--- config.mk ---
export PLATFORM = sky130hd
export DESIGN_NAME = c_subset_lexer_flat
export DESIGN_NICKNAME = d
export VERILOG_FILES = /design/src/hw/rtl/clx_pkg.sv /design/src/hw/rtl/clx_stream_if.sv /design/src/hw/rtl/c_subset_lexer.sv /design/src/hw/rtl/clx_scanner.sv /design/src/hw/rtl/clx_queue.sv /design/src/hw/rtl/clx_emitter.sv /design/src/flat_wrapper.sv
export VERILOG_INCLUDE_DIRS = /design/src /design/src/hw/rtl
export SDC_FILE = /design/constraint.sdc
export NUM_CORES = 1
export LEC_CHECK = 0
export BUFFER_PORTS_ARGS = -buffer_cell sky130_fd_sc_hd__buf_2
export CAP_MARGIN = 10
export CELL_PAD_IN_SITES_DETAIL_PLACEMENT = 1
export CELL_PAD_IN_SITES_GLOBAL_PLACEMENT = 2
export CORE_MARGIN = 2
export CORE_UTILIZATION = 40
export CTS_BUF_LIST = sky130_fd_sc_hd__clkbuf_4
export CTS_CLUSTER_SIZE = 28
export DETAILED_ROUTE_END_ITERATION = 8
export PLACE_DENSITY_LB_ADDON = 0.3
export SYNTH_ARGS = -nofsm -noshare
export SYNTH_HDL_FRONTEND = slang
export SYNTH_SLANG_ARGS = --single-unit
--- constraint.sdc ---
create_clock -name clk -period 13.05 [get_ports clk]
set_clock_uncertainty 0.1 [all_clocks]
set_input_delay 0.6525 -clock clk [delete_from_list [all_inputs] [get_ports clk]]
set_output_delay 0.6525 -clock clk [all_outputs]
set_load 0.01 [all_outputs]
--- src/hw/rtl/c_subset_lexer_defines.svh ---
// Assertion macros shared by the lexer RTL.
// Depends on nothing; callers provide clk and rst_n in scope.
`ifndef C_SUBSET_LEXER_DEFINES_SVH
`define C_SUBSET_LEXER_DEFINES_SVH

// Same-cycle implication, checked out of reset.
`define CLX_ASSERT_NOW(lbl, ante, cons, msg) \
  lbl: assert property (@(posedge clk) disable iff (!rst_n) (ante) |-> (cons)) else $error(msg);

// Next-cycle implication, checked out of reset.
`define CLX_ASSERT_NEXT(lbl, ante, cons, msg) \
  lbl: assert property (@(posedge clk) disable iff (!rst_n) (ante) |=> (cons)) else $error(msg);

`endif

--- src/hw/rtl/clx_pkg.sv ---
// Types, constants and helper functions for the C subset lexer.
// Depends on nothing; used by every lexer file except the assertion macro header.
package clx_pkg;

  localparam int LINE_BITS   = 16;
  localparam int COLUMN_BITS = 16;
  localparam int LENGTH_BITS = 8;
  localparam int OFFSET_BITS = 24;
  localparam int KIND_BITS   = 6;
  localparam int QUEUE_DEPTH = 2;
  localparam int QPTR_BITS   = $clog2(QUEUE_DEPTH);
  localparam int QCNT_BITS   = $clog2(QUEUE_DEPTH + 1);

  localparam logic [KIND_BITS-1:0] KIND_EOF    = 6'd0;
  localparam logic [KIND_BITS-1:0] KIND_IDENT  = 6'd1;
  localparam logic [KIND_BITS-1:0] KIND_INT    = 6'd2;
  localparam logic [KIND_BITS-1:0] KIND_RETURN = 6'd3;
  localparam logic [KIND_BITS-1:0] KIND_NUMBER = 6'd4;
  localparam logic [KIND_BITS-1:0] KIND_STRING = 6'd5;
  localparam logic [KIND_BITS-1:0] KIND_CHAR   = 6'd6;
  localparam logic [KIND_BITS-1:0] KIND_EQ     = 6'd7;
  localparam logic [KIND_BITS-1:0] KIND_NE     = 6'd8;
  localparam logic [KIND_BITS-1:0] KIND_LE     = 6'd9;
  localparam logic [KIND_BITS-1:0] KIND_GE     = 6'd10;
  localparam logic [KIND_BITS-1:0] KIND_ARROW  = 6'd11;
  localparam logic [KIND_BITS-1:0] KIND_NONE   = 6'd0;

  // keyword_match states: "int" ends at 3, "return" ends at 9
  localparam logic [3:0] KW_INT_DONE    = 4'd3;
  localparam logic [3:0] KW_RETURN_DONE = 4'd9;
  localparam logic [3:0] KW_INT_START   = 4'd1;
  localparam logic [3:0] KW_RET_START   = 4'd4;

  typedef enum logic [3:0] {
    MODE_IDLE, MODE_IDENT, MODE_NUMBER, MODE_STRING, MODE_CHAR,
    MODE_BLOCK, MODE_BLOCK_STAR, MODE_LINE, MODE_OP
  } clx_mode_t;

  typedef struct packed {
    logic [7:0] char_byte;
    logic       end_of_source;
  } clx_in_t;

  typedef struct packed {
    logic [KIND_BITS-1:0]   token_kind;
    logic [LINE_BITS-1:0]   start_line;
    logic [COLUMN_BITS-1:0] start_column;
    logic [LENGTH_BITS-1:0] token_length;
    logic [OFFSET_BITS-1:0] start_offset;
    logic                   last;
  } clx_token_t;

  // One or two tokens caused by one source byte
  typedef struct packed {
    logic       two;
    clx_token_t tok0;
    clx_token_t tok1;
  } clx_bundle_t;

  typedef struct packed {
    clx_mode_t mode;
  } clx_scan_status_t;

  typedef struct packed {
    logic [QCNT_BITS-1:0] count;
    logic                 full;
  } clx_queue_status_t;

  function automatic logic [7:0] kw_next(input logic [3:0] km);
    unique case (km)
      4'd1:    kw_next = 8'h6E; // n
      4'd2:    kw_next = 8'h74; // t
      4'd4:    kw_next = 8'h65; // e
      4'd5:    kw_next = 8'h74; // t
      4'd6:    kw_next = 8'h75; // u
      4'd7:    kw_next = 8'h72; // r
      4'd8:    kw_next = 8'h6E; // n
      default: kw_next = 8'h00;
    endcase
  endfunction

  function automatic logic [KIND_BITS-1:0] single_kind(input logic [7:0] b);
    unique case (b)
      8'h7B: single_kind = 6'd12; // {
      8'h7D: single_kind = 6'd13; // }
      8'h28: single_kind = 6'd14; // (
      8'h29: single_kind = 6'd15; // )
      8'h5B: single_kind = 6'd16; // [
      8'h5D: single_kind = 6'd17; // ]
      8'h3B: single_kind = 6'd18; // ;
      8'h2C: single_kind = 6'd19; // ,
      8'h2E: single_kind = 6'd20; // .
      8'h3D: single_kind = 6'd21; // =
      8'h2B: single_kind = 6'd22; // +
      8'h2D: single_kind = 6'd23; // -
      8'h2A: single_kind = 6'd24; // *
      8'h2F: single_kind = 6'd25; // /
      8'h25: single_kind = 6'd26; // %
      8'h26: single_kind = 6'd27; // &
      8'h7C: single_kind = 6'd28; // |
      8'h5E: single_kind = 6'd29; // ^
      8'h7E: single_kind = 6'd30; // ~
      8'h21: single_kind = 6'd31; // !
      8'h3F: single_kind = 6'd32; // ?
      8'h3A: single_kind = 6'd33; // :
      8'h3C: single_kind = 6'd34; // <
      8'h3E: single_kind = 6'd35; // >
      8'h23: single_kind = 6'd36; // #
      default: single_kind = KIND_NONE;
    endcase
  endfunction

  function automatic logic is_digit(input logic [7:0] b);
    is_digit = (b >= 8'h30) && (b <= 8'h39);
  endfunction

  function automatic logic is_alpha(input logic [7:0] b);
    is_alpha = ((b >= 8'h61) && (b <= 8'h7A)) || ((b >= 8'h41) && (b <= 8'h5A));
  endfunction

  function automatic logic is_space(input logic [7:0] b);
    is_space = (b == 8'h20) || ((b >= 8'h09) && (b <= 8'h0D));
  endfunction

endpackage

--- src/hw/rtl/clx_stream_if.sv ---
// Valid/ready channel interfaces for source bytes and tokens.
// Depends on clx_pkg for the payload types.
interface clx_in_if;
  logic             valid;
  logic             ready;
  clx_pkg::clx_in_t payload;
  modport source (output valid, output payload, input ready);
  modport sink   (input valid, input payload, output ready);
endinterface

interface clx_out_if;
  logic                valid;
  logic                ready;
  clx_pkg::clx_token_t payload;
  modport source (output valid, output payload, input ready);
  modport sink   (input valid, input payload, output ready);
endinterface

--- src/hw/rtl/c_subset_lexer.sv ---
// Top level of the C subset lexer: scanner, bundle queue, token emitter.
// Depends on clx_pkg, clx_stream_if, clx_scanner, clx_queue, clx_emitter.
//
//   channel   direction  payload
//   in_ch     sink       char_byte, end_of_source (one source byte per word)
//   out_ch    source     token_kind, start_line, start_column, token_length,
//                        start_offset, last (one token per word)
//
// A source byte is taken every cycle while the bundle queue has room; each
// byte yields zero, one or two tokens, and the emitter hands out one token
// per cycle while out_ch is ready, so a two-token bundle leaves as two words.
// A byte's tokens pass through a queue slot, then through the output register.
// Reset is synchronous, active low; scanner state returns to line 1, column 1.
// A stalled output fills the queue, then drops in_ch.ready; the scanner holds.
`include "c_subset_lexer_defines.svh"

module c_subset_lexer (
  input  logic      clk,
  input  logic      rst_n,
  clx_in_if.sink    in_ch,
  clx_out_if.source out_ch
);
  import clx_pkg::*;

  logic              accept, push, pop, head_valid;
  clx_bundle_t       push_bundle, head_bundle;
  clx_scan_status_t  scan_status;
  clx_queue_status_t queue_status;

  // Take a byte only when its bundle is sure to fit
  assign in_ch.ready = !queue_status.full;
  assign accept      = in_ch.valid && in_ch.ready;

  clx_scanner u_scanner (
    .clk     (clk),
    .rst_n   (rst_n),
    .accept  (accept),
    .in_data (in_ch.payload),
    .push    (push),
    .bundle  (push_bundle),
    .status  (scan_status)
  );

  clx_queue u_queue (
    .clk        (clk),
    .rst_n      (rst_n),
    .push       (push),
    .push_data  (push_bundle),
    .pop        (pop),
    .head_valid (head_valid),
    .head_data  (head_bundle),
    .status     (queue_status)
  );

  clx_emitter u_emitter (
    .clk        (clk),
    .rst_n      (rst_n),
    .head_valid (head_valid),
    .head_data  (head_bundle),
    .pop        (pop),
    .out_valid  (out_ch.valid),
    .out_ready  (out_ch.ready),
    .out_token  (out_ch.payload)
  );

  // End of source always leaves the scanner between tokens
  `CLX_ASSERT_NEXT(a_eos_idle, accept && in_ch.payload.end_of_source, scan_status.mode == MODE_IDLE, "scanner not idle after end of source")
  // The queue never holds more than its depth
  `CLX_ASSERT_NOW(a_queue_bound, 1'b1, queue_status.count <= QCNT_BITS'(QUEUE_DEPTH), "queue overfilled")
  // Only an EOF token closes a source
  `CLX_ASSERT_NOW(a_last_is_eof, out_ch.valid && out_ch.payload.last, out_ch.payload.token_kind == KIND_EOF && out_ch.payload.token_length == '0, "last flag on non-EOF token")

endmodule

--- src/hw/rtl/clx_scanner.sv ---
// Front part: scans one source byte per cycle while accept is high and forms token bundles.
// Depends on clx_pkg.
module clx_scanner (
  input  logic                  clk,
  input  logic                  rst_n,
  input  logic                  accept,
  input  clx_pkg::clx_in_t      in_data,
  output logic                  push,
  output clx_pkg::clx_bundle_t  bundle,
  output clx_pkg::clx_scan_status_t status
);
  import clx_pkg::*;

  clx_mode_t              mode_r, mode_nxt;
  logic [7:0]             pend_r, pend_nxt;
  logic [LINE_BITS-1:0]   line_r, line_nxt;
  logic [COLUMN_BITS-1:0] col_r, col_nxt;
  logic [OFFSET_BITS-1:0] off_r, off_nxt;
  logic [LINE_BITS-1:0]   tsl_r, tsl_nxt;
  logic [COLUMN_BITS-1:0] tsc_r, tsc_nxt;
  logic [OFFSET_BITS-1:0] tso_r, tso_nxt;
  logic [LENGTH_BITS-1:0] len_r, len_nxt;
  logic [3:0]             km_r, km_nxt;
  logic [1:0]             step_r, step_nxt;

  logic                   flush_has;
  logic [KIND_BITS-1:0]   flush_kind;
  logic [LENGTH_BITS-1:0] flush_len, len_grown;
  logic                   emit_a, emit_b, rescan, do_flush, finish;
  logic [KIND_BITS-1:0]   kind_a, pair_kind;
  logic [LENGTH_BITS-1:0] len_a;
  clx_token_t             tok_a, tok_b;
  logic [7:0]             b;

  assign b         = in_data.char_byte;
  assign finish    = in_data.end_of_source || (b == 8'h00);
  assign len_grown = (len_r == '1) ? len_r : len_r + 1'b1;

  // What the pending token looks like if cut off here
  always_comb begin
    flush_has  = 1'b1;
    flush_len  = len_r;
    flush_kind = KIND_NONE;
    unique case (mode_r)
      MODE_IDENT:  flush_kind = (km_r == KW_INT_DONE) ? KIND_INT :
                                (km_r == KW_RETURN_DONE) ? KIND_RETURN : KIND_IDENT;
      MODE_NUMBER: flush_kind = KIND_NUMBER;
      MODE_STRING: flush_kind = KIND_STRING;
      MODE_CHAR:   flush_kind = KIND_CHAR;
      MODE_OP: begin
        flush_kind = single_kind(pend_r);
        flush_len  = LENGTH_BITS'(1);
      end
      default:     flush_has = 1'b0;
    endcase
  end

  // Two-character operator formed by the pending byte and this byte
  always_comb begin
    pair_kind = KIND_NONE;
    if (b == 8'h3D) begin
      priority case (pend_r)
        8'h3D:   pair_kind = KIND_EQ;
        8'h21:   pair_kind = KIND_NE;
        8'h3C:   pair_kind = KIND_LE;
        8'h3E:   pair_kind = KIND_GE;
        default: pair_kind = KIND_NONE;
      endcase
    end else if (b == 8'h3E && pend_r == 8'h2D) begin
      pair_kind = KIND_ARROW;
    end
  end

  always_comb begin
    mode_nxt = mode_r;  pend_nxt = pend_r;
    line_nxt = line_r;  col_nxt  = col_r;  off_nxt = off_r;
    tsl_nxt  = tsl_r;   tsc_nxt  = tsc_r;  tso_nxt = tso_r;
    len_nxt  = len_r;   km_nxt   = km_r;   step_nxt = step_r;
    emit_a = 1'b0; kind_a = KIND_NONE; len_a = len_r;
    emit_b = 1'b0; rescan = 1'b0; do_flush = 1'b0;
    tok_b  = '{token_kind: KIND_EOF, start_line: line_r, start_column: col_r,
               token_length: '0, start_offset: off_r, last: 1'b0};

    if (finish) begin
      emit_a = flush_has; kind_a = flush_kind; len_a = flush_len;
      emit_b = 1'b1;
      tok_b.last = 1'b1;
      mode_nxt = MODE_IDLE; pend_nxt = '0;
      line_nxt = LINE_BITS'(1); col_nxt = COLUMN_BITS'(1); off_nxt = '0;
      tsl_nxt = LINE_BITS'(1); tsc_nxt = COLUMN_BITS'(1); tso_nxt = '0;
      len_nxt = '0; km_nxt = '0; step_nxt = '0;
    end else begin
      unique case (mode_r)
        MODE_IDENT: begin
          if (is_alpha(b) || is_digit(b) || b == 8'h5F) begin
            len_nxt = len_grown;
            km_nxt  = (kw_next(km_r) != 8'h00 && kw_next(km_r) == b) ? km_r + 4'd1 : 4'd0;
          end else begin
            do_flush = 1'b1;
          end
        end
        MODE_NUMBER: begin
          if (is_digit(b)) len_nxt = len_grown;
          else do_flush = 1'b1;
        end
        MODE_STRING: begin
          len_nxt = len_grown;
          if (b == 8'h22) begin
            emit_a = 1'b1; kind_a = KIND_STRING; len_a = len_grown;
            mode_nxt = MODE_IDLE;
          end
        end
        MODE_CHAR: begin
          if (step_r == 2'd0) begin
            len_nxt  = len_grown;
            step_nxt = (b == 8'h5C) ? 2'd1 : 2'd2;
          end else if (step_r == 2'd1) begin
            len_nxt  = len_grown;
            step_nxt = 2'd2;
          end else if (b == 8'h27) begin
            len_nxt = len_grown;
            emit_a = 1'b1; kind_a = KIND_CHAR; len_a = len_grown;
            mode_nxt = MODE_IDLE; step_nxt = 2'd0;
          end else begin
            do_flush = 1'b1;
          end
        end
        MODE_BLOCK: begin
          if (b == 8'h2A) mode_nxt = MODE_BLOCK_STAR;
        end
        MODE_BLOCK_STAR: begin
          if (b == 8'h2F) mode_nxt = MODE_IDLE;
          else if (b != 8'h2A) mode_nxt = MODE_BLOCK;
        end
        MODE_LINE: begin
          if (b == 8'h0A) mode_nxt = MODE_IDLE;
        end
        MODE_OP: begin
          if (pend_r == 8'h2F && (b == 8'h2A || b == 8'h2F)) begin
            mode_nxt = (b == 8'h2A) ? MODE_BLOCK : MODE_LINE;
          end else if (pair_kind != KIND_NONE) begin
            emit_a = 1'b1; kind_a = pair_kind; len_a = LENGTH_BITS'(2);
            mode_nxt = MODE_IDLE;
          end else begin
            do_flush = 1'b1;
          end
        end
        default: rescan = 1'b1;
      endcase

      if (do_flush) begin
        emit_a = flush_has; kind_a = flush_kind; len_a = flush_len;
        mode_nxt = MODE_IDLE; km_nxt = '0; step_nxt = '0;
        rescan = 1'b1;
      end

      // Look at the byte afresh from between tokens
      if (rescan) begin
        if (is_space(b)) begin
          mode_nxt = MODE_IDLE;
        end else if (b == 8'h22 || b == 8'h27 || is_digit(b) || is_alpha(b) ||
                     b == 8'h5F || b == 8'h2F || b == 8'h3D || b == 8'h21 ||
                     b == 8'h3C || b == 8'h3E || b == 8'h2D) begin
          tsl_nxt = line_r; tsc_nxt = col_r; tso_nxt = off_r;
          len_nxt = LENGTH_BITS'(1);
          if (b == 8'h22) begin
            mode_nxt = MODE_STRING;
          end else if (b == 8'h27) begin
            mode_nxt = MODE_CHAR; step_nxt = 2'd0;
          end else if (is_digit(b)) begin
            mode_nxt = MODE_NUMBER;
          end else if (is_alpha(b) || b == 8'h5F) begin
            mode_nxt = MODE_IDENT;
            km_nxt = (b == 8'h69) ? KW_INT_START : (b == 8'h72) ? KW_RET_START : 4'd0;
          end else begin
            mode_nxt = MODE_OP; pend_nxt = b;
          end
        end else if (single_kind(b) != KIND_NONE) begin
          emit_b = 1'b1;
          tok_b.token_kind   = single_kind(b);
          tok_b.token_length = LENGTH_BITS'(1);
        end
      end

      if (b == 8'h0A) begin
        line_nxt = (line_r == '1) ? line_r : line_r + 1'b1;
        col_nxt  = COLUMN_BITS'(1);
      end else begin
        col_nxt  = (col_r == '1) ? col_r : col_r + 1'b1;
      end
      off_nxt = (off_r == '1) ? off_r : off_r + 1'b1;
    end
  end

  assign tok_a = '{token_kind: kind_a, start_line: tsl_r, start_column: tsc_r,
                   token_length: len_a, start_offset: tso_r, last: 1'b0};

  assign push        = accept && (emit_a || emit_b);
  assign bundle.two  = emit_a && emit_b;
  assign bundle.tok0 = emit_a ? tok_a : tok_b;
  assign bundle.tok1 = tok_b;
  assign status.mode = mode_r;

  always_ff @(posedge clk) begin
    if (!rst_n) begin
      mode_r <= MODE_IDLE; pend_r <= '0;
      line_r <= LINE_BITS'(1); col_r <= COLUMN_BITS'(1); off_r <= '0;
      tsl_r <= LINE_BITS'(1); tsc_r <= COLUMN_BITS'(1); tso_r <= '0;
      len_r <= '0; km_r <= '0; step_r <= '0;
    end else if (accept) begin
      mode_r <= mode_nxt; pend_r <= pend_nxt;
      line_r <= line_nxt; col_r <= col_nxt; off_r <= off_nxt;
      tsl_r <= tsl_nxt; tsc_r <= tsc_nxt; tso_r <= tso_nxt;
      len_r <= len_nxt; km_r <= km_nxt; step_r <= step_nxt;
    end
  end

endmodule

--- src/hw/rtl/clx_queue.sv ---
// Short bundle queue between scanner and token emitter.
// Depends on clx_pkg.
module clx_queue (
  input  logic                      clk,
  input  logic                      rst_n,
  input  logic                      push,
  input  clx_pkg::clx_bundle_t      push_data,
  input  logic                      pop,
  output logic                      head_valid,
  output clx_pkg::clx_bundle_t      head_data,
  output clx_pkg::clx_queue_status_t status
);
  import clx_pkg::*;

  clx_bundle_t          slot_r [QUEUE_DEPTH];
  logic [QPTR_BITS-1:0] wr_r, wr_nxt, rd_r, rd_nxt;
  logic [QCNT_BITS-1:0] cnt_r, cnt_nxt;
  logic                 do_push, do_pop;

  assign status.full  = (cnt_r == QCNT_BITS'(QUEUE_DEPTH));
  assign status.count = cnt_r;
  assign head_valid   = (cnt_r != '0);
  assign head_data    = slot_r[rd_r];
  assign do_push      = push && !status.full;
  assign do_pop       = pop && head_valid;

  always_comb begin
    wr_nxt  = wr_r;
    rd_nxt  = rd_r;
    if (do_push) wr_nxt = (wr_r == QPTR_BITS'(QUEUE_DEPTH - 1)) ? '0 : wr_r + 1'b1;
    if (do_pop)  rd_nxt = (rd_r == QPTR_BITS'(QUEUE_DEPTH - 1)) ? '0 : rd_r + 1'b1;
    cnt_nxt = cnt_r + QCNT_BITS'(do_push) - QCNT_BITS'(do_pop);
  end

  always_ff @(posedge clk) begin
    if (!rst_n) begin
      wr_r <= '0; rd_r <= '0; cnt_r <= '0;
    end else begin
      wr_r <= wr_nxt; rd_r <= rd_nxt; cnt_r <= cnt_nxt;
    end
  end

  always_ff @(posedge clk) begin
    if (do_push) slot_r[wr_r] <= push_data;
  end

endmodule

--- src/hw/rtl/clx_emitter.sv ---
// Back part: splits bundles into single tokens behind an output register.
// Depends on clx_pkg.
module clx_emitter (
  input  logic                 clk,
  input  logic                 rst_n,
  input  logic                 head_valid,
  input  clx_pkg::clx_bundle_t head_data,
  output logic                 pop,
  output logic                 out_valid,
  input  logic                 out_ready,
  output clx_pkg::clx_token_t  out_token
);
  import clx_pkg::*;

  logic       valid_r, valid_nxt;
  logic       idx_r, idx_nxt;
  logic       load;
  clx_token_t tok_r;

  assign load = head_valid && (!valid_r || out_ready);
  assign pop  = load && (!head_data.two || idx_r);

  always_comb begin
    valid_nxt = valid_r;
    idx_nxt   = idx_r;
    if (load) begin
      valid_nxt = 1'b1;
      idx_nxt   = !pop;
    end else if (out_ready) begin
      valid_nxt = 1'b0;
    end
  end

  always_ff @(posedge clk) begin
    if (!rst_n) begin
      valid_r <= 1'b0; idx_r <= 1'b0;
    end else begin
      valid_r <= valid_nxt; idx_r <= idx_nxt;
    end
  end

  always_ff @(posedge clk) begin
    if (load) tok_r <= idx_r ? head_data.tok1 : head_data.tok0;
  end

  assign out_valid = valid_r;
  assign out_token = tok_r;

endmodule
--- src/flat_wrapper.sv ---
// flat-port wrapper written by rule: the top's interface ports become plain ports
module c_subset_lexer_flat import clx_pkg::*;
  (clk, rst_n, in_ch_valid, in_ch_payload, in_ch_ready, out_ch_valid, out_ch_payload, out_ch_ready);
  clx_in_if in_ch_i ();
  clx_out_if out_ch_i ();
  input  logic clk;
  input  logic rst_n;
  input wire logic [$bits(in_ch_i.valid)-1:0] in_ch_valid;
  input wire logic [$bits(in_ch_i.payload)-1:0] in_ch_payload;
  output wire logic [$bits(in_ch_i.ready)-1:0] in_ch_ready;
  output wire logic [$bits(out_ch_i.valid)-1:0] out_ch_valid;
  output wire logic [$bits(out_ch_i.payload)-1:0] out_ch_payload;
  input wire logic [$bits(out_ch_i.ready)-1:0] out_ch_ready;
  assign in_ch_i.valid = in_ch_valid;
  assign in_ch_i.payload = in_ch_payload;
  assign in_ch_ready = in_ch_i.ready;
  assign out_ch_valid = out_ch_i.valid;
  assign out_ch_payload = out_ch_i.payload;
  assign out_ch_i.ready = out_ch_ready;
  c_subset_lexer u_core (.clk(clk), .rst_n(rst_n), .in_ch(in_ch_i), .out_ch(out_ch_i));
endmodule
==> results.md <==
* Status: complete, no violations
* WL met2 at approximately 26 mm
* Sequential Area at 13210 µm²
* Multiplexer share of the synthesized area at between 10% and 20%
* Comb power frac at about 17%
* Num rows at 84
* Clock sinks at a little under 500
* Area of the core at approximately 53000 µm²
* Commonest cells after routing, fill and taps aside: edfxtp_1, clkbuf_4, dfxtp_1
* Die Wd at 235.0 µm
* Pwr per Cell Area at between 150 and 200 nW/µm²
* Sw Share at roughly 28%
* Fill count at between 5000 and 6000
* R2r endpoint: u_core.u_queue.slot_r[0][88]$_DFFE_PP_
* RSZ-0062 raised after global routing: no
* Arrival time worst endpoint at 4990 ps
* Top FF cell, synth: edfxtp_1
* Leak pwr at about 8.3 nW
* Routability Congestion at 0.8867
* Crit. Startpoint: u_core.u_scanner.pend_r[0]$_SDFFE_PN0P_
* Worst-path clk slew at approximately 70 ps
* WL per Instance at about 21 µm
* Post-cts resize count at 0
* Tmin final at 4537 ps
* R2r setup slk at about 8500 ps
* Worst endpoint required time at roughly 14000 ps
* Post-Syn Area at 21350 µm²
* Post-synth ARST share at 0%
* Synth cell types at 97
* Total grt overflow at 0
* Via count of the first global-routing pass at approximately 15000
* Via count at 13960
* Crit path largest cell delay at 640 ps
* Nets at 1734
* Initial antenna violation count at 2
* Global-route wire length before repair at between 80 and 90 mm
* R2r startpoint: u_core.u_scanner.pend_r[0]$_SDFFE_PN0P_
* CTS tree: done
* Max Cap Viol at 0
* Initial Util at about two fifths
* Yosys warns at 0
* Critical path, cell by cell: nor2b_1, nor4b_2, a211oi_1, o21ai_2, a31oi_2, nor2_4, buf_4, mux2_1
* Post-synthesis compound-gate area fraction at slightly above 10%
* Cells after Synth at between 1500 and 2000
* CP Depth at 8
* Synthesis-to-finish area growth at 13.23%
* Final worst path period share at a little over a third
* CP endpoint: u_core.u_queue.slot_r[0][88]$_DFFE_PP_
* IO Count at 86
* Hold buffers post-CTS at 0
* Net Sw Power at 1.142 mW
* Largest net degree at the start of global routing at 76
* EDFF count, synth at around 340
* Max FO, Critical Path at 20
* Number of port buffers at between 80 and 90
* Clock power frac at roughly 34%
* Htree depth at 4
* Yosys reg bits at 488
* Rel. slew slack at between 20% and 30%
* Placed Area at about 22000 µm²
* Register area share after synthesis at roughly three fifths
* Count of final hold-check violations at 0
* 1st-iter DRT viols at ~840
* Synth Net Count at 1588
* Min-Delay Path Class: input pin to flop
* Die Y at approximately 240 µm
* Vias/cell at about 5.6
* Final Max Slew Viols at 0
* Clk buf depth at 3
* Multi-input logic area at around 7600 µm²
* Gr usage total at roughly a fifth
* Area share of fa/ha/maj cells after synthesis at less than 1%
* Worst slew pin tran at around 1100 ps
* Final WL at ~53 mm
* Total iterations of the first detailed-routing run at 5
* VDD IR max at 0.00007536 V
* Simple-Gate Fraction of Synth Area at between 10% and 20%
* Mapped Avg Cell Area at approximately 14 µm²
* Setup crit end kind: flop
* Main combinational cell family by area after synthesis: simple AND/OR/NAND/NOR gates
* Worst setup path class: flop to flop
* Drt drc at 0
* Crit-path slowest cell: dfxtp_1
* Int Pwr at 2.978 mW
* Flop pwr share at approximately half
* Synth Area in XOR/XNOR at 2.174%
* Clk Latency, worst-skew pair at about 850 ps
* R2R cell count at 8
* CTS Buf Count at 132
* Die area at 55240 µm²
* Layout cells sized above 1 at approximately a quarter
* Top Layer Used: met4
* CP delay by family, top: simple AND/OR/NAND/NOR gates
* Hpwl dp at around 33 mm
* Fin area at around 24000 µm²
* Metal3 WL at a little under 2 mm
* Fmax at between 200 and 250 MHz
* Root buf cell: clkbuf_4
* Fin Hold WS at between 90 and 100 ps
* Setup bufs post-CTS at 0
* Antenna-violating nets left at 0
* CP Launch Type: flop
* Final-report setup violation count at 0
* M1 WL at ~24 mm
* Most common cell after layout, fill and taps aside: edfxtp_1
* WP buf/inv at 1
## power by group through the flow
stage	combinational (mW)	sequential (mW)	clock (mW)
final	0.680	2.03	1.41
after global placement	0.688	2.06	0
after floorplan	0.372	2.14	0
after CTS	0.701	2.04	1.46
after detailed placement	0.700	2.07	0
after global routing	0.736	2.06	1.55
## state kept, by name, summed over array words and instances, names as in the netlist, named ones only
register and cells:
u_core.u_scanner.tso_r 24, u_core.u_scanner.km_r 4, u_core.u_scanner.off_r 24, u_core.u_scanner.pend_r 8, u_core.u_scanner.col_r 16, u_core.u_scanner.step_r 2, u_core.u_queue.rd_r 1, u_core.u_emitter.out_valid 1
u_core.u_scanner.len_r 8, u_core.u_queue.slot_r 272, u_core.u_scanner.line_r 16, u_core.u_scanner.status 4, u_core.u_queue.wr_r 1, u_core.u_scanner.tsl_r 16, u_core.u_emitter.idx_r 1, u_core.u_queue.cnt_r 2
u_core.u_scanner.tsc_r 16, u_core.u_emitter.out_token 71
## metal layers
metal  track usage (%)  vias to the layer above
met3             3.806                       62
met2             32.35                      272
li1                  -                     6500
met4             6.425                        0
met1             25.79                     7126
met5                 0                        -
## cell type report
cell class / count / share of cell area, %
diodes: 2 / 0.02070
clock buffers: 197 / 6.118
clock inverters: 43 / 1.211
inverters: 33 / 0.5124
multi-input cells: 947 / 31.41
flip-flops and latches: 488 / 54.65
well taps: 688 / 3.561
repair buffers: 109 / 2.516
## how the worst min path moves through the flow
| stage | start | endpoint | cells past startpoint |
|---|---|---|---|
| floorplan | u_core.u_scanner.col_r[3]$_SDFFE_PN0P_ | u_core.u_queue.slot_r[0][36]$_DFFE_PP_ | 0 |
| CTS | out_ch_ready | u_core.u_emitter.out_valid$_SDFFE_PN0P_ | 4 |
| global placement | u_core.u_scanner.tsl_r[0]$_SDFFE_PN1P_ | u_core.u_scanner.tsl_r[0]$_SDFFE_PN1P_ | 2 |
| global route | out_ch_ready | u_core.u_emitter.out_valid$_SDFFE_PN0P_ | 4 |
| detailed placement | u_core.u_scanner.tsl_r[0]$_SDFFE_PN1P_ | u_core.u_scanner.tsl_r[0]$_SDFFE_PN1P_ | 2 |
| finish | out_ch_ready | u_core.u_emitter.out_valid$_SDFFE_PN0P_ | 4 |
## cell families (layout without fill, tap and decap cells)
family | Yosys count | count (layout)
compound gates | 291 | 291
xor+xnor | 53 | 53
fa+ha+maj | 10 | 10
buf+inv | 130 | 382
flops | 488 | 488
mux | 141 | 141
other cells | 0 | 2
simple gates | 452 | 452
## tightest hold or removal path, cell delays in order
cell and delay [ps]:
buf_2 70, nor2b_1 70, nor3_1 140, nor2_1 60
## through the flow
stage	TNS [ps]	power, mW	worst slack, ps	utilization [%]	instances
after detailed placement	0	2.770	8183	42.53	2265
after global routing	0	4.348	8192	45.91	2507
after CTS	0	4.203	8503	45.90	2505
after floorplan	-46710	2.512	-171.7	-	1565
after global placement	0	2.747	8384	42.53	2265
final	0	4.120	8513	45.91	2507
## synthesized netlist by cell type, drive strengths merged (26+ instances only)
cell type | count | area share [%]
a21oi | 58 | 1.4
a32o | 57 | 2.7
buf | 47 | 1.4
clkbuf | 50 | 0.88
dfxtp | 145 | 14
edfxtp | 343 | 48
inv | 30 | 0.53
mux2 | 57 | 3.2
mux4 | 64 | 6.8
nand2 | 94 | 1.7
nand3 | 41 | 0.98
nand4 | 26 | 0.76
nor2 | 123 | 2.2
nor3 | 33 | 0.95
o21ai | 47 | 1.2
xor2 | 31 | 1.3
(Power assumes the default switching activity.)
